$ cat src/rtl/fsmon_pkg.sv
`timescale 1ns / 1ps
// ----------------------------------------------------------------------------
// fsmon_pkg
// Types and constants shared by the filament slip monitor modules.
// ----------------------------------------------------------------------------
package fsmon_pkg;

    // Command codes of an input beat.
    localparam logic [1:0] CMD_TICK  = 2'd0;
    localparam logic [1:0] CMD_START = 2'd1;
    localparam logic [1:0] CMD_DRAIN = 2'd2;

    // Register indexes on the configuration port.
    localparam logic [1:0] REG_MIN_STEPS  = 2'd0;
    localparam logic [1:0] REG_LIMIT_EN   = 2'd1;
    localparam logic [1:0] REG_CAL_VALUE  = 2'd2;
    localparam logic [1:0] REG_CAL_SHIFT  = 2'd3;
    localparam int         APB_AW         = 4;

    localparam int RING_DEPTH_DEF = 16;
    localparam int MAX_RES        = 16;
    localparam int LEFT_W         = $clog2(MAX_RES + 1);

    // Arithmetic widths of the slip path.
    localparam int PROD_W = 48;
    localparam int ACC_W  = 16;

    // Encoder wrap constants.
    localparam logic signed [11:0] POS_HALF = 12'sd512;
    localparam logic signed [11:0] POS_SPAN = 12'sd1024;

    // Accumulator saturation bound.
    localparam logic signed [16:0] ACC_MAX = 17'sd32767;

    // Limiter constants (slip is scaled by 128).
    localparam logic signed [15:0] SLIP_UNIT  = 16'sd128;
    localparam logic signed [15:0] SLIP_CEIL  = 16'sd512;
    localparam logic signed [15:0] LIM_OFFSET = 16'sd13;
    localparam logic [12:0]        SLOW_NONE  = 13'd1024;
    localparam logic [12:0]        SLOW_MAX   = 13'd4096;

    typedef struct packed {
        logic [1:0]         cmd;
        logic [15:0]        encoder_word;
        logic signed [31:0] stepper_position;
        logic [31:0]        time_ms;
    } t_in_item;

    typedef struct packed {
        logic [9:0]         encoder_pos;
        logic               parity_error;
        logic signed [15:0] slip;
        logic [12:0]        slowdown;
        logic               limiting;
        logic               record_valid;
        logic [15:0]        record_dt;
        logic signed [15:0] record_stepper;
        logic signed [15:0] record_sensor;
        logic               last;
    } t_out_item;

    typedef struct packed {
        logic [15:0] dt;
        logic [15:0] stepper;
        logic [15:0] sensor;
    } t_record;

    typedef struct packed {
        logic push;
        logic pop;
        logic rd;
    } t_ring_ctl;

endpackage

$ cat src/rtl/fsmon_div.sv
`timescale 1ns / 1ps
// ----------------------------------------------------------------------------
// fsmon_div
// Serial signed divider, one quotient bit per cycle, truncating toward zero.
// ----------------------------------------------------------------------------
module fsmon_div (
    input  logic                                  i_clk,
    input  logic                                  i_rst_n,
    input  logic                                  i_start,
    input  logic signed [fsmon_pkg::PROD_W-1:0]   i_dividend,
    input  logic signed [fsmon_pkg::ACC_W-1:0]    i_divisor,
    output logic                                  o_done,
    output logic signed [fsmon_pkg::PROD_W-1:0]   o_quot
);
    import fsmon_pkg::*;

    localparam int CNT_W = $clog2(PROD_W);

    logic                     r_busy;
    logic                     r_fix;
    logic                     r_done;
    logic [CNT_W-1:0]         r_cnt;
    logic [PROD_W-1:0]        r_num;
    logic [ACC_W-1:0]         r_rem;
    logic [ACC_W-1:0]         r_den;
    logic                     r_neg;
    logic signed [PROD_W-1:0] r_quot;

    logic [ACC_W:0]  w_shift;
    logic            w_ge;
    logic [ACC_W:0]  w_diff;

    assign w_shift = {r_rem, r_num[PROD_W-1]};
    assign w_ge    = w_shift >= {1'b0, r_den};
    assign w_diff  = w_shift - {1'b0, r_den};

    always_ff @(posedge i_clk) begin
        if (!i_rst_n) begin
            r_busy <= 1'b0;
            r_fix  <= 1'b0;
            r_done <= 1'b0;
        end else begin
            r_done <= 1'b0;
            if (i_start) begin
                r_busy <= 1'b1;
                r_cnt  <= CNT_W'(PROD_W - 1);
                r_num  <= i_dividend[PROD_W-1] ? PROD_W'(-i_dividend) : i_dividend;
                r_den  <= i_divisor[ACC_W-1] ? ACC_W'(-i_divisor) : i_divisor;
                r_neg  <= i_dividend[PROD_W-1] ^ i_divisor[ACC_W-1];
                r_rem  <= '0;
            end else if (r_busy) begin
                r_num <= {r_num[PROD_W-2:0], w_ge};
                r_rem <= w_ge ? w_diff[ACC_W-1:0] : w_shift[ACC_W-1:0];
                r_cnt <= r_cnt - 1'b1;
                if (r_cnt == '0) begin
                    r_busy <= 1'b0;
                    r_fix  <= 1'b1;
                end
            end else if (r_fix) begin
                // Apply the quotient sign once the magnitude is complete.
                r_quot <= r_neg ? -$signed(r_num) : $signed(r_num);
                r_fix  <= 1'b0;
                r_done <= 1'b1;
            end
        end
    end

    assign o_done = r_done;
    assign o_quot = r_quot;

endmodule

$ cat src/rtl/fsmon_ring.sv
`timescale 1ns / 1ps
// ----------------------------------------------------------------------------
// fsmon_ring
// Window record ring that overwrites its oldest entry when full.
// ----------------------------------------------------------------------------
module fsmon_ring #(
    parameter int RING_DEPTH = fsmon_pkg::RING_DEPTH_DEF
) (
    input  logic                                  i_clk,
    input  logic                                  i_rst_n,
    input  fsmon_pkg::t_ring_ctl                  i_ctl,
    input  fsmon_pkg::t_record                    i_wrec,
    output fsmon_pkg::t_record                    o_rrec,
    output logic [$clog2(RING_DEPTH+1)-1:0]       o_count
);
    import fsmon_pkg::*;

    localparam int HW = $clog2(RING_DEPTH);
    localparam int CW = $clog2(RING_DEPTH + 1);

    t_record        r_mem [RING_DEPTH];
    t_record        r_rdata;
    logic [HW-1:0]  r_head;
    logic [CW-1:0]  r_count;

    logic           w_full;
    logic [HW-1:0]  w_head_inc;
    logic [CW:0]    w_sum;
    logic [CW:0]    w_slot;
    logic [HW-1:0]  w_waddr;

    assign w_full     = r_count == CW'(RING_DEPTH);
    assign w_head_inc = (r_head == HW'(RING_DEPTH - 1)) ? '0 : r_head + 1'b1;
    assign w_sum      = (CW + 1)'(r_head) + (CW + 1)'(r_count);
    assign w_slot     = (w_sum >= (CW + 1)'(RING_DEPTH)) ? w_sum - (CW + 1)'(RING_DEPTH) : w_sum;
    // When full, the new record lands on the oldest slot.
    assign w_waddr    = w_full ? r_head : w_slot[HW-1:0];

    always_ff @(posedge i_clk) begin
        if (!i_rst_n) begin
            r_head  <= '0;
            r_count <= '0;
        end else if (i_ctl.push) begin
            if (w_full) begin
                r_head <= w_head_inc;
            end else begin
                r_count <= r_count + 1'b1;
            end
        end else if (i_ctl.pop) begin
            r_head  <= w_head_inc;
            r_count <= r_count - 1'b1;
        end
    end

    always_ff @(posedge i_clk) begin
        if (i_ctl.push) begin
            r_mem[w_waddr] <= i_wrec;
        end
        if (i_ctl.rd) begin
            r_rdata <= r_mem[r_head];
        end
    end

    assign o_rrec  = r_rdata;
    assign o_count = r_count;

endmodule

$ cat src/rtl/filament_slip_monitor_core.sv
`timescale 1ns / 1ps
// ----------------------------------------------------------------------------
// filament_slip_monitor_core
// Filament slip monitor: encoder tracking, slip ratio, limiter, record ring.
// ----------------------------------------------------------------------------
// Input beats carry a command, the encoder word, the stepper position and a
// millisecond time. The block takes one beat, works on it alone, and then
// returns to idle; o_in_ready is high only while idle. Results leave through a
// single output register, so a new input beat may be taken while the last
// result still waits for i_out_ready.
// A tick without a slip evaluation and a start go from the sense state to the
// emit state, which loads the output register and returns to idle. A tick that
// evaluates runs the window through the delta state, the multiplier state and
// the serial divider (one quotient bit per cycle over 48 bits, then a sign
// step) before the limiter state. An evaluation on an empty accumulator skips
// the divider and goes from the multiplier state straight to the limiter.
// A drain gives up to 16 results. Each record is read through the registered
// read port of the memory before it is emitted, and the next read starts only
// after the last record has left.
// A stalled receiver holds the sequencer in its emit state; nothing is lost.
// Synchronous reset clears the tracking state, the limiter and the ring
// pointers. The record memory itself is not cleared; entries are only read
// after they have been written. Configuration writes over the APB port take
// effect at once and should be made while the block is idle.
// ----------------------------------------------------------------------------
module filament_slip_monitor_core #(
    parameter int RING_DEPTH = fsmon_pkg::RING_DEPTH_DEF
) (
    input  logic                            i_clk,
    input  logic                            i_rst_n,
    // Input channel.
    input  logic                            i_in_valid,
    output logic                            o_in_ready,
    input  fsmon_pkg::t_in_item             i_in_data,
    // Output channel.
    output logic                            o_out_valid,
    input  logic                            i_out_ready,
    output fsmon_pkg::t_out_item            o_out_data,
    // Configuration port.
    input  logic                            psel,
    input  logic                            penable,
    input  logic                            pwrite,
    input  logic [fsmon_pkg::APB_AW-1:0]    paddr,
    input  logic [31:0]                     pwdata,
    output logic [31:0]                     prdata,
    output logic                            pready
);
    import fsmon_pkg::*;

    localparam int CW = $clog2(RING_DEPTH + 1);

    typedef enum logic [3:0] {
        S_IDLE,
        S_SENSE,
        S_DELTA,
        S_PROD,
        S_DIVGO,
        S_DIV,
        S_LIMIT,
        S_EMIT,
        S_RD,
        S_DOUT
    } t_state;

    // Configuration registers.
    logic [14:0] r_min_steps;
    logic        r_limit_en;
    logic [15:0] r_cal_value;
    logic [4:0]  r_cal_shift;

    // Sequencer and tracking state.
    t_state                   r_state,    n_state;
    logic [1:0]               r_cmd,      n_cmd;
    logic [15:0]              r_word,     n_word;
    logic signed [31:0]       r_stepper,  n_stepper;
    logic [31:0]              r_time,     n_time;
    logic [9:0]               r_held,     n_held;
    logic                     r_perr,     n_perr;
    logic signed [15:0]       r_accum,    n_accum;
    logic signed [31:0]       r_base,     n_base;
    logic [15:0]              r_win,      n_win;
    logic signed [15:0]       r_slip,     n_slip;
    logic [12:0]              r_slowdown, n_slowdown;
    logic                     r_limiting, n_limiting;
    logic signed [31:0]       r_delta,    n_delta;
    logic signed [PROD_W-1:0] r_prod,     n_prod;
    logic [LEFT_W-1:0]        r_left,     n_left;
    logic                     r_out_valid, n_out_valid;
    t_out_item                r_out_data,  n_out_data;

    // Encoder and accumulator path.
    logic                     w_perr;
    logic [9:0]               w_pos;
    logic signed [11:0]       w_dy_raw;
    logic signed [11:0]       w_dy;
    logic signed [16:0]       w_acc_sum;
    logic signed [15:0]       w_acc_sat;
    logic signed [15:0]       w_acc_abs;
    logic                     w_eval;

    // Limiter path.
    logic signed [15:0]       w_lim_raw;
    logic [9:0]               w_lim_s;
    logic                     w_lim_on;

    // Shared units.
    logic                     w_div_start;
    logic                     w_div_done;
    logic signed [PROD_W-1:0] w_quot;
    logic signed [PROD_W-1:0] w_shifted;
    t_ring_ctl                w_ring_ctl;
    t_record                  w_wrec;
    t_record                  w_rrec;
    logic [CW-1:0]            w_count;
    logic                     w_out_free;
    logic                     w_cfg_wr;

    // ------------------------------------------------------------------
    // Configuration port. Writes complete in the access phase; reads are
    // answered combinationally with the register zero-extended.
    // ------------------------------------------------------------------
    assign pready   = 1'b1;
    assign w_cfg_wr = psel && penable && pwrite && pready;

    always_ff @(posedge i_clk) begin
        if (!i_rst_n) begin
            r_min_steps <= 15'd128;
            r_limit_en  <= 1'b1;
            r_cal_value <= 16'd1;
            r_cal_shift <= 5'd0;
        end else if (w_cfg_wr) begin
            case (paddr[3:2])
                REG_MIN_STEPS: r_min_steps <= pwdata[14:0];
                REG_LIMIT_EN:  r_limit_en  <= pwdata[0];
                REG_CAL_VALUE: r_cal_value <= pwdata[15:0];
                REG_CAL_SHIFT: r_cal_shift <= pwdata[4:0];
                default:       r_min_steps <= r_min_steps;
            endcase
        end
    end

    always_comb begin
        case (paddr[3:2])
            REG_MIN_STEPS: prdata = {17'd0, r_min_steps};
            REG_LIMIT_EN:  prdata = {31'd0, r_limit_en};
            REG_CAL_VALUE: prdata = {16'd0, r_cal_value};
            REG_CAL_SHIFT: prdata = {27'd0, r_cal_shift};
            default:       prdata = '0;
        endcase
    end

    // ------------------------------------------------------------------
    // Encoder read. The whole word must have even parity; on an error the
    // held position stands and the delta is zero. A change of more than
    // half a turn is taken as a wrap through zero; exactly half a turn is
    // kept as it is.
    // ------------------------------------------------------------------
    assign w_perr   = ^r_word;
    assign w_pos    = w_perr ? r_held : r_word[15:6];
    assign w_dy_raw = $signed({2'b00, w_pos}) - $signed({2'b00, r_held});

    always_comb begin
        if (w_dy_raw < -POS_HALF) begin
            w_dy = w_dy_raw + POS_SPAN;
        end else if (w_dy_raw > POS_HALF) begin
            w_dy = w_dy_raw - POS_SPAN;
        end else begin
            w_dy = w_dy_raw;
        end
    end

    // Saturating accumulator, symmetric about zero.
    assign w_acc_sum = {r_accum[15], r_accum} + {{5{w_dy[11]}}, w_dy};

    always_comb begin
        if (w_acc_sum > ACC_MAX) begin
            w_acc_sat = ACC_MAX[15:0];
        end else if (w_acc_sum < -ACC_MAX) begin
            w_acc_sat = 16'(-ACC_MAX);
        end else begin
            w_acc_sat = w_acc_sum[15:0];
        end
    end

    assign w_acc_abs = w_acc_sat[15] ? -w_acc_sat : w_acc_sat;
    assign w_eval    = w_acc_abs[14:0] >= r_min_steps;

    // ------------------------------------------------------------------
    // Limiter. The offset subtraction wraps in 16 bits, so the most
    // negative slip values come out large and clamp to the ceiling.
    // ------------------------------------------------------------------
    assign w_lim_raw = r_slip - LIM_OFFSET;

    always_comb begin
        if (w_lim_raw < SLIP_UNIT) begin
            w_lim_s = SLIP_UNIT[9:0];
        end else if (w_lim_raw > SLIP_CEIL) begin
            w_lim_s = SLIP_CEIL[9:0];
        end else begin
            w_lim_s = w_lim_raw[9:0];
        end
    end

    assign w_lim_on = (w_lim_s > SLIP_UNIT[9:0]) && r_limit_en;

    // Flooring shift of the truncated quotient; the low 16 bits are kept.
    assign w_shifted = w_quot >>> r_cal_shift;

    assign w_wrec.dt      = r_time[15:0] - r_win;
    assign w_wrec.stepper = r_delta[15:0];
    assign w_wrec.sensor  = r_accum;

    assign w_out_free = !r_out_valid || i_out_ready;

    // ------------------------------------------------------------------
    // Sequencer.
    // ------------------------------------------------------------------
    always_comb begin
        n_state     = r_state;
        n_cmd       = r_cmd;
        n_word      = r_word;
        n_stepper   = r_stepper;
        n_time      = r_time;
        n_held      = r_held;
        n_perr      = r_perr;
        n_accum     = r_accum;
        n_base      = r_base;
        n_win       = r_win;
        n_slip      = r_slip;
        n_slowdown  = r_slowdown;
        n_limiting  = r_limiting;
        n_delta     = r_delta;
        n_prod      = r_prod;
        n_left      = r_left;
        n_out_valid = r_out_valid && !i_out_ready;
        n_out_data  = r_out_data;
        w_div_start = 1'b0;
        w_ring_ctl  = '0;

        case (r_state)
            S_IDLE: begin
                if (i_in_valid) begin
                    n_cmd     = i_in_data.cmd;
                    n_word    = i_in_data.encoder_word;
                    n_stepper = i_in_data.stepper_position;
                    n_time    = i_in_data.time_ms;
                    n_state   = S_SENSE;
                end
            end
            S_SENSE: begin
                case (r_cmd)
                    CMD_TICK: begin
                        n_held  = w_pos;
                        n_perr  = w_perr;
                        n_accum = w_acc_sat;
                        n_state = w_eval ? S_DELTA : S_EMIT;
                    end
                    CMD_START: begin
                        n_slip     = SLIP_UNIT;
                        n_slowdown = SLOW_NONE;
                        n_limiting = 1'b0;
                        n_base     = r_stepper;
                        n_held     = w_pos;
                        n_perr     = w_perr;
                        n_accum    = '0;
                        n_win      = r_time[15:0];
                        n_state    = S_EMIT;
                    end
                    CMD_DRAIN: begin
                        n_perr = 1'b0;
                        if (w_count != '0) begin
                            n_left  = (32'(w_count) > MAX_RES) ? LEFT_W'(MAX_RES)
                                                               : LEFT_W'(w_count);
                            n_state = S_RD;
                        end else begin
                            n_state = S_EMIT;
                        end
                    end
                    default: begin
                        n_perr  = 1'b0;
                        n_state = S_EMIT;
                    end
                endcase
            end
            S_DELTA: begin
                n_delta = r_stepper - r_base;
                n_state = S_PROD;
            end
            S_PROD: begin
                n_prod  = PROD_W'(r_delta) * PROD_W'($signed({1'b0, r_cal_value}));
                // An empty window keeps the last slip value.
                n_state = (r_accum == '0) ? S_LIMIT : S_DIVGO;
            end
            S_DIVGO: begin
                w_div_start = 1'b1;
                n_state     = S_DIV;
            end
            S_DIV: begin
                if (w_div_done) begin
                    n_slip  = w_shifted[15:0];
                    n_state = S_LIMIT;
                end
            end
            S_LIMIT: begin
                n_limiting = w_lim_on;
                if (w_lim_on) begin
                    n_slowdown = {w_lim_s, 3'b000};
                end
                w_ring_ctl.push = 1'b1;
                n_base          = r_stepper;
                n_accum         = '0;
                n_win           = r_time[15:0];
                n_state         = S_EMIT;
            end
            S_EMIT: begin
                if (w_out_free) begin
                    n_out_valid               = 1'b1;
                    n_out_data.encoder_pos    = r_held;
                    n_out_data.parity_error   = r_perr;
                    n_out_data.slip           = r_slip;
                    n_out_data.slowdown       = r_slowdown;
                    n_out_data.limiting       = r_limiting;
                    n_out_data.record_valid   = 1'b0;
                    n_out_data.record_dt      = '0;
                    n_out_data.record_stepper = '0;
                    n_out_data.record_sensor  = '0;
                    n_out_data.last           = 1'b1;
                    n_state                   = S_IDLE;
                end
            end
            S_RD: begin
                w_ring_ctl.rd = 1'b1;
                n_state       = S_DOUT;
            end
            S_DOUT: begin
                if (w_out_free) begin
                    n_out_valid               = 1'b1;
                    n_out_data.encoder_pos    = r_held;
                    n_out_data.parity_error   = 1'b0;
                    n_out_data.slip           = r_slip;
                    n_out_data.slowdown       = r_slowdown;
                    n_out_data.limiting       = r_limiting;
                    n_out_data.record_valid   = 1'b1;
                    n_out_data.record_dt      = w_rrec.dt;
                    n_out_data.record_stepper = w_rrec.stepper;
                    n_out_data.record_sensor  = w_rrec.sensor;
                    n_out_data.last           = r_left == LEFT_W'(1);
                    w_ring_ctl.pop            = 1'b1;
                    n_left                    = r_left - 1'b1;
                    n_state                   = (r_left == LEFT_W'(1)) ? S_IDLE : S_RD;
                end
            end
            default: begin
                n_state = S_IDLE;
            end
        endcase
    end

    always_ff @(posedge i_clk) begin
        if (!i_rst_n) begin
            r_state     <= S_IDLE;
            r_held      <= '0;
            r_perr      <= 1'b0;
            r_accum     <= '0;
            r_base      <= '0;
            r_win       <= '0;
            r_slip      <= SLIP_UNIT;
            r_slowdown  <= SLOW_NONE;
            r_limiting  <= 1'b0;
            r_left      <= '0;
            r_out_valid <= 1'b0;
        end else begin
            r_state     <= n_state;
            r_cmd       <= n_cmd;
            r_word      <= n_word;
            r_stepper   <= n_stepper;
            r_time      <= n_time;
            r_held      <= n_held;
            r_perr      <= n_perr;
            r_accum     <= n_accum;
            r_base      <= n_base;
            r_win       <= n_win;
            r_slip      <= n_slip;
            r_slowdown  <= n_slowdown;
            r_limiting  <= n_limiting;
            r_delta     <= n_delta;
            r_prod      <= n_prod;
            r_left      <= n_left;
            r_out_valid <= n_out_valid;
            r_out_data  <= n_out_data;
        end
    end

    fsmon_div u_div (
        .i_clk      (i_clk),
        .i_rst_n    (i_rst_n),
        .i_start    (w_div_start),
        .i_dividend (r_prod),
        .i_divisor  (r_accum),
        .o_done     (w_div_done),
        .o_quot     (w_quot)
    );

    fsmon_ring #(
        .RING_DEPTH (RING_DEPTH)
    ) u_ring (
        .i_clk   (i_clk),
        .i_rst_n (i_rst_n),
        .i_ctl   (w_ring_ctl),
        .i_wrec  (w_wrec),
        .o_rrec  (w_rrec),
        .o_count (w_count)
    );

    assign o_in_ready  = (r_state == S_IDLE);
    assign o_out_valid = r_out_valid;
    assign o_out_data  = r_out_data;

endmodule

$ cat config.mk
export PLATFORM = sky130hd
export DESIGN_NAME = filament_slip_monitor_core
export DESIGN_NICKNAME = d
export VERILOG_FILES = /design/src/rtl/fsmon_pkg.sv /design/src/rtl/fsmon_div.sv /design/src/rtl/fsmon_ring.sv /design/src/rtl/filament_slip_monitor_core.sv
export SDC_FILE = /design/constraint.sdc
export NUM_CORES = 2
export LEC_CHECK = 0
export BUFFER_PORTS_ARGS = -buffer_cell sky130_fd_sc_hd__buf_2
export CAP_MARGIN = 15
export CORE_ASPECT_RATIO = 1.25
export CORE_MARGIN = 5
export CORE_UTILIZATION = 40
export DETAILED_ROUTE_END_ITERATION = 8
export PLACE_DENSITY = 0.51
export SLEW_MARGIN = 20
export SYNTH_ARGS = -nofsm -noshare
export SYNTH_HDL_FRONTEND = slang
export SYNTH_SLANG_ARGS = --single-unit
$ cat constraint.sdc
create_clock -name i_clk -period 14.9 [get_ports i_clk]
set_input_delay 2.98 -clock i_clk [delete_from_list [all_inputs] [get_ports i_clk]]
set_output_delay 2.98 -clock i_clk [all_outputs]
set_load 0.02 [all_outputs]
## Yosys cells after proc, flatten, opt, wreduce, memory -nomap -nowiden

Memories as Yosys holds them, arrays and structs flattened. A register that Yosys moved wholly into a read port is not among the register bits.
Index checks and enable logic that the tools add are counted.

- Bits in registers: 536
- Bits in latches: 0
- RAM bits: 768
- Bits in read-only memories: 0
- Input port bits: 125
- Output and inout port bits: 126
- Logic and storage cells: 227
- Memories: 1

Memories:

| name | depth | width | rd ports | clocked after Yosys merged registers in | wr ports | line | text |
|---|---|---|---|---|---|---|---|
| u_ring.r_mem | 16 | 48 | 1 | 1 | 1 | fsmon_ring.sv:21 | `t_record r_mem [RING_DEPTH];` |

- Add/subtract/negate cells: 19
- $mul: 1
- Div/mod/pow operators: 0
- Magnitude comparators: 11
- Equality and inequality tests: 29
- Shift operators: 1
- Mux-type cells: 74
- Bitwise logic cells: 4
- Reduce and logical (&&, ||, !) cells: 44

Operator list:

| operator | count |
|---|---|
| 48-bit 2-to-1 mux | 4 |
| 91-bit 2-to-1 mux | 2 |
| 91-bit one-hot mux with 2 select lines | 1 |
| 16-bit one-hot mux with 2 select lines | 4 |
| 32-bit one-hot mux with 4 select lines | 1 |
| 16-bit 2-to-1 mux | 7 |
| 48-bit negation | 2 |
| 32-bit one-hot mux with 2 select lines | 1 |
| 32-bit by 17-bit multiplier with 48-bit output | 1 |
| 4-bit 2-to-1 mux | 12 |
| 48-bit by 5-bit >>> shifter with 16-bit output | 1 |
| 4-bit one-hot mux with 10 select lines | 1 |
| 5-bit 2-to-1 mux | 7 |
| 32-bit 2-to-1 mux | 1 |
| 16-bit subtractor | 2 |
| 32-bit subtractor | 1 |
| 10-bit 2-to-1 mux | 3 |
| 15-bit 2-to-1 mux | 2 |
| 2-bit AND reduction | 14 |
| 13-bit 2-to-1 mux | 2 |
| 13-bit one-hot mux with 2 select lines | 1 |
| 12-bit 2-to-1 mux | 2 |
| 2-bit inequality test (second input constant) | 9 |
| 16-bit by 12-bit adder with 17-bit output | 1 |
| 56 further kinds | 101 |

## Longest topological paths before layout

- Word-level depth: 16
- Mapped depth: 44
- Depth with buffers taken out: 39

## Hierarchy

A second synthesis with hierarchy kept.

- Cell total of the unflattened synthesis: 6195
- Area, all modules: 77991.0 sq um

By module, submodules not included:

| module | times used | cells an instance | area an instance (sq um) | seq. area each (sq um) |
|---|---|---|---|---|
| filament_slip_monitor_core | 1 | 4010 | 38144.1 | 10009.6 |
| fsmon_ring | 1 | 1387 | 31545.3 | 24683.7 |
| fsmon_div | 1 | 798 | 8301.7 | 4113.9 |

## Least setup slack after synthesis

Ideal clock, no wire load.

- Path type: in2reg
- Start point: input port i_rst_n
- End point: register r_cmd[0] (enable)
- Library setup time: 653 ps
- Arrival: 9598 ps
- Path slack: 4649 ps
- Cell stages on the path: 3
- Buffers on the path: 1
- Cells stage by stage: clkbuf_1 -> nand2_1 -> nor4_1

- Word-level cells in the longest chain between the ends: 1

RTL lines:

| what | line | text |
|---|---|---|
| start, declared | filament_slip_monitor_core.sv:30 | `input logic i_rst_n,` |
| 3-bit AND reduction (no source line) | - |  |
| end signal, assigned | filament_slip_monitor_core.sv:374 | `r_cmd <= n_cmd;` |
| end, declared | filament_slip_monitor_core.sv:73 | `logic [1:0] r_cmd, n_cmd;` |

Every way passes these cells.
A chain may end at the register's enable or synchronous reset.

## Worst setup path in the final report

- Start point: register r_word[11]
- End point: register r_state[0]

- Word-level cells in the longest chain between the ends: 16
- Elaborated cells on any way between the ends: 20
- Classes of those cells: add/sub (5); order compare (5); mux (9); reduce/logical (1)

RTL lines:

| what | line | text |
|---|---|---|
| start, declared | filament_slip_monitor_core.sv:74 | `logic [15:0] r_word, n_word;` |
| start signal, assigned | filament_slip_monitor_core.sv:375 | `r_word <= n_word;` |
| 16-bit parity | filament_slip_monitor_core.sv:158 | `assign w_perr = ^r_word;` |
| 10-bit 2-to-1 mux (*) | filament_slip_monitor_core.sv:159 | `assign w_pos = w_perr ? r_held : r_word[15:6];` |
| 10-bit by 10-bit subtractor with 11-bit output (*) | filament_slip_monitor_core.sv:160 | `assign w_dy_raw = $signed({2'b00, w_pos}) - $signed({2'b00, r_held});` |
| 11-bit by 12-bit subtractor with 12-bit output / 11-bit greater-than comparator (equally long branches) | filament_slip_monitor_core.sv:166, filament_slip_monitor_core.sv:165 |  |
| 12-bit 2-to-1 mux | filament_slip_monitor_core.sv:165 | `end else if (w_dy_raw > POS_HALF) begin` |
| 12-bit 2-to-1 mux (*) | filament_slip_monitor_core.sv:163 | `if (w_dy_raw < -POS_HALF) begin` |
| 16-bit by 12-bit adder with 17-bit output (*) | filament_slip_monitor_core.sv:173 | `assign w_acc_sum = {r_accum[15], r_accum} + {{5{w_dy[11]}}, w_dy};` |
| 17-bit by 16-bit less-than comparator with 1-bit output | filament_slip_monitor_core.sv:178 | `end else if (w_acc_sum < -ACC_MAX) begin` |
| 16-bit 2-to-1 mux | filament_slip_monitor_core.sv:178 |  |
| 16-bit 2-to-1 mux (*) | filament_slip_monitor_core.sv:176 | `if (w_acc_sum > ACC_MAX) begin` |
| 15-bit negation | filament_slip_monitor_core.sv:185 | `assign w_acc_abs = w_acc_sat[15] ? -w_acc_sat : w_acc_sat;` |
| 15-bit 2-to-1 mux (*) | filament_slip_monitor_core.sv:185 |  |
| 15-bit greater-or-equal comparator (*) | filament_slip_monitor_core.sv:186 | `assign w_eval = w_acc_abs[14:0] >= r_min_steps;` |
| 3-bit 2-to-1 mux (*) | filament_slip_monitor_core.sv:256 | `n_state = w_eval ? S_DELTA : S_EMIT;` |
| 4-bit one-hot mux with 2 select lines (*) | filament_slip_monitor_core.sv:251 | `case (r_cmd)` |
| 4-bit one-hot mux with 10 select lines (*) | filament_slip_monitor_core.sv:240 | `case (r_state)` |
| end signal, assigned | filament_slip_monitor_core.sv:373 | `r_state <= n_state;` |
| end, declared | filament_slip_monitor_core.sv:72 | `t_state r_state, n_state;` |

Mark *: on every way between the ends. The rest lies on a longest branch, timed or not.

==> impl_metrics.py <==
metrics = {
    "run_status": {
        "status": "finished, final reports clean",
    },
    "global_route": {
        "first_global_vias": 49100,
        "grt_start_max_net_pins": 101,
        "grt_usage_pct": 19.4,
        "grt_overflow_total": 0,
        "antenna_found_initial": 16,
        "grt_pass1_wl_mm": 297,
    },
    "die": {
        "die_w_um": 401,
        "num_rows": 179,
        "die_y_um": 499,
        "die-area_sq_mm": 0.200,
        "top_level_ports": 251,
        "start_util_pct": 40.2,
        "core_sq_mm": 0.190,
    },
    "routing": {
        "wire_per_inst_um": 22.0,
        "drt-pass1-iter-count": 5,
        "drt_iter0_drc": 2777,
        "wl_met2_mm": 103,
        "wl_met3_mm": 7.74,
        "num_vias": 46400,
        "wl_mm": 194,
        "avgViaCountPerCell": 5.27,
        "drt-met1-wl_mm": 77.6,
        "drc": 0,
        "ant_nets": 0,
        "dr.max_layer_used": "met4",
    },
    "yosys": {
        "synth_enable_flop_cells": 1184,
        "synth_area_leaders": "edfxtp_1 (47%), fa_1 (13%), mux4_2 (7.6%)",
        "synth_warnings": 0,
        "netlist_instances": 5989,
        "avgSynthCellArea_sq_um": 12.8,
        "seq_area_frac_synth_pct": 50.8,
        "async_flop_share_pct": 0,
        "synth_seq_cells": 1345,
        "synth.cell_area_sq_mm": 0.0764,
        "ys_types": 88,
        "ys.flop_type": "edfxtp_1",
        "yosysTopAreaCell": "edfxtp_1",
        "synth_top_area_share_pct": 46.5,
    },
    "cts": {
        "cts_sinks": 1345,
        "cts.clk_slew.worst_paths_ps": 60,
        "cts_hold_buf": 0,
        "cts-root-buf": "clkbuf_16",
        "h-tree-depth": 4,
        "cts_buffers": 143,
        "cts_tree": "built",
        "ctsResizeCount": 0,
        "cts_buffer_depth": 3,
        "postCtsSetupBuffers": 0,
        "insertion_delay_ps": 800,
    },
    "layout": {
        "final_cell_mix": "edfxtp_1 (1184), nand2_1 (744), inv_1 (670)",
        "area.growth.synth_to_final_pct": 11.7,
        "layout.cells.non_filler": 8812,
        "fin_util_pct": 44.9,
        "mostFrequentLayoutCell": "edfxtp_1",
        "fill_cells": 17400,
        "design_area_sq_mm": 0.0853,
        "nets": 7001,
        "drive_above_1_share_pct": 13.7,
    },
    "critical_path": {
        "crit_path_end_kind": "register",
        "r2r_start": "r_word[11]$_DFFE_PP_",
        "cp-startpoint": "r_word[11]$_DFFE_PP_",
        "worstPathRequired_ps": 15620,
        "startpoint_type": "register",
        "cp_slowest_stage_delay_ps": 660,
        "critPathKind": "register to register",
        "critPathArrivalTime_ps": 11920,
        "slowest_stage": "a222oi_1",
        "critPathMaxFanout": 20,
    },
    "timing": {
        "skew_ps": 55.1,
        "fin_setup_tns_ps": 0,
        "clock.fmax_mhz": 89.2,
        "drv_slew": 0,
        "setup_viol_count_final": 0,
        "relSlewSlack_pct": 22.4,
        "worst_pin_slew_ps": 1160,
        "rsz0062_at_grt": "false",
        "finalCritPeriodShare_pct": 75.2,
        "finalHoldViolations": 0,
        "period_needed_ps": 11210,
    },
    "placed_design": {
        "placedCellCount": 8545,
        "placed_area_sq_mm": 0.0805,
        "port_buffers": 196,
        "gp_congestion": 0.831,
        "place.detailed.hpwl_mm": 129,
    },
    "power_and_ir_drop": {
        "p_total_mw": 13.1,
        "power_density_mw_per_mm2": 154,
        "power.leakage_nw": 30.3,
        "vdd_drop_max_v": 0.000277,
    },
    "hold_path": {
        "hold_start": "r_slowdown[11]$_SDFFE_PN0P_",
        "hp-class": "register to register",
    },
    "job": {
        "max_cap_violations": 0,
    },
}
==> where the power goes <==
group          total [mW]  switching [mW]  internal (mW)
clock network        3.59            1.57           2.02
registers            4.65           0.167           4.48
logic                4.89            3.01           1.88
total                13.1            4.75           8.38
==> through the flow <==
step	hold WS (ps)	worst slack, ps
2_1_floorplan	406	4650
3_3_place_gp	415	3740
3_5_place_dp	420	3710
4_1_cts	433	3710
5_1_grt	441	2990
6_report	430	3690
==> cells by family (layout without fill, tap and decap cells) <==
family          after synthesis  in the layout  synth area share, %
simple gates               1551           1551                 9.48
flops                      1345           1345                 50.8
buf+inv                     975           1245                 4.90
compound gates              775            775                 6.29
fa+ha+maj                   721            721                 16.6
mux                         362            362                 8.98
xor+xnor                    258            258                 2.96
other cells                   2             21              0.00983
==> worst max-delay path: cells and delay by family, from the launching register on <==
| kind | cells | cell delay [ps] |
|---|---|---|
| muxes | 1 | 270 |
| AOI/OAI and AO/OA | 14 | 3620 |
| xor gates and xnor gates | 4 | 690 |
| and+or+nand+nor | 11 | 4090 |
| DFF | 1 | 420 |
| buffers and inverters | 3 | 400 |
| adders and majority gates | 5 | 1610 |
==> registers in the layout (all words and copies together) (netlist names), 15 cells and up <==
signal,count
u_div.r_den,16
r_delta,32
r_stepper,32
r_word,16
u_ring.r_mem,768
u_div.r_rem,16
u_div.o_quot,47
r_min_steps,15
u_div.r_num,48
r_time,16
r_prod,48
r_win,16
o_out_data,88
u_ring.o_rrec,48
r_base,32
r_cal_value,16
r_accum,16
r_slip,16
==> layout make-up <==
type	instances	area, sq um	area share [%]
Sequential cell	1345	38800	45.5
Inverter	675	2540	2.97
Antenna cell	1	2.50	0.00293
Multi-Input combinational cell	3687	34200	40.1
Timing Repair Buffer	305	1830	2.15
Tap cell	2534	3170	3.72
Clock inverter	76	953	1.12
Clock buffer	189	3810	4.47
==> path summary, 6_finish.rpt <==
kind / end / slack, ps / cells past startpoint
setup / recovery: r_state[0]$_SDFFE_PN0P_ / 3690 / 38
hold / removal: o_out_data[62]$_DFFE_PP_ / 430 / 0
setup reg to reg: r_state[0]$_SDFFE_PN0P_ / 3690 / 38
hold reg to reg: o_out_data[62]$_DFFE_PP_ / 430 / 0
==> layer usage <==
layer  global-route usage [%]  vias up
li1                         -    21200
met1                     23.7    23900
met2                     35.9      992
met3                     2.38      270
met4                     5.72        0
met5                        0        -
==> Yosys cell counts, types with 6 or more instances <==
library cell,n
o21bai_1,15
o211ai_1,20
a21oi_1,234
or2_2,11
nor4_1,24
a31oi_1,17
mux4_2,257
buf_1,28
nor3_1,59
or4_1,18
and3_1,66
nor2_1,226
nor2b_1,35
o21ai_1,8
o2bb2ai_1,8
a211o_1,6
buf_4,20
xor2_1,89
o41ai_1,18
fa_1,491
mux2_2,17
clkbuf_1,249
nand4_1,12
ha_1,228
o31ai_1,36
a211oi_1,21
nand3b_1,10
nand2_1,746
a22oi_1,20
nand3_1,45
and2_1,209
o21a_1,16
mux2i_1,88
inv_1,672
o21ai_0,224
dfxtp_1,161
a21o_1,53
a21boi_0,16
or3_1,35
edfxtp_1,1184
nand2b_1,32
xnor2_1,169
Note: power is estimated with default switching activity, not from simulation.
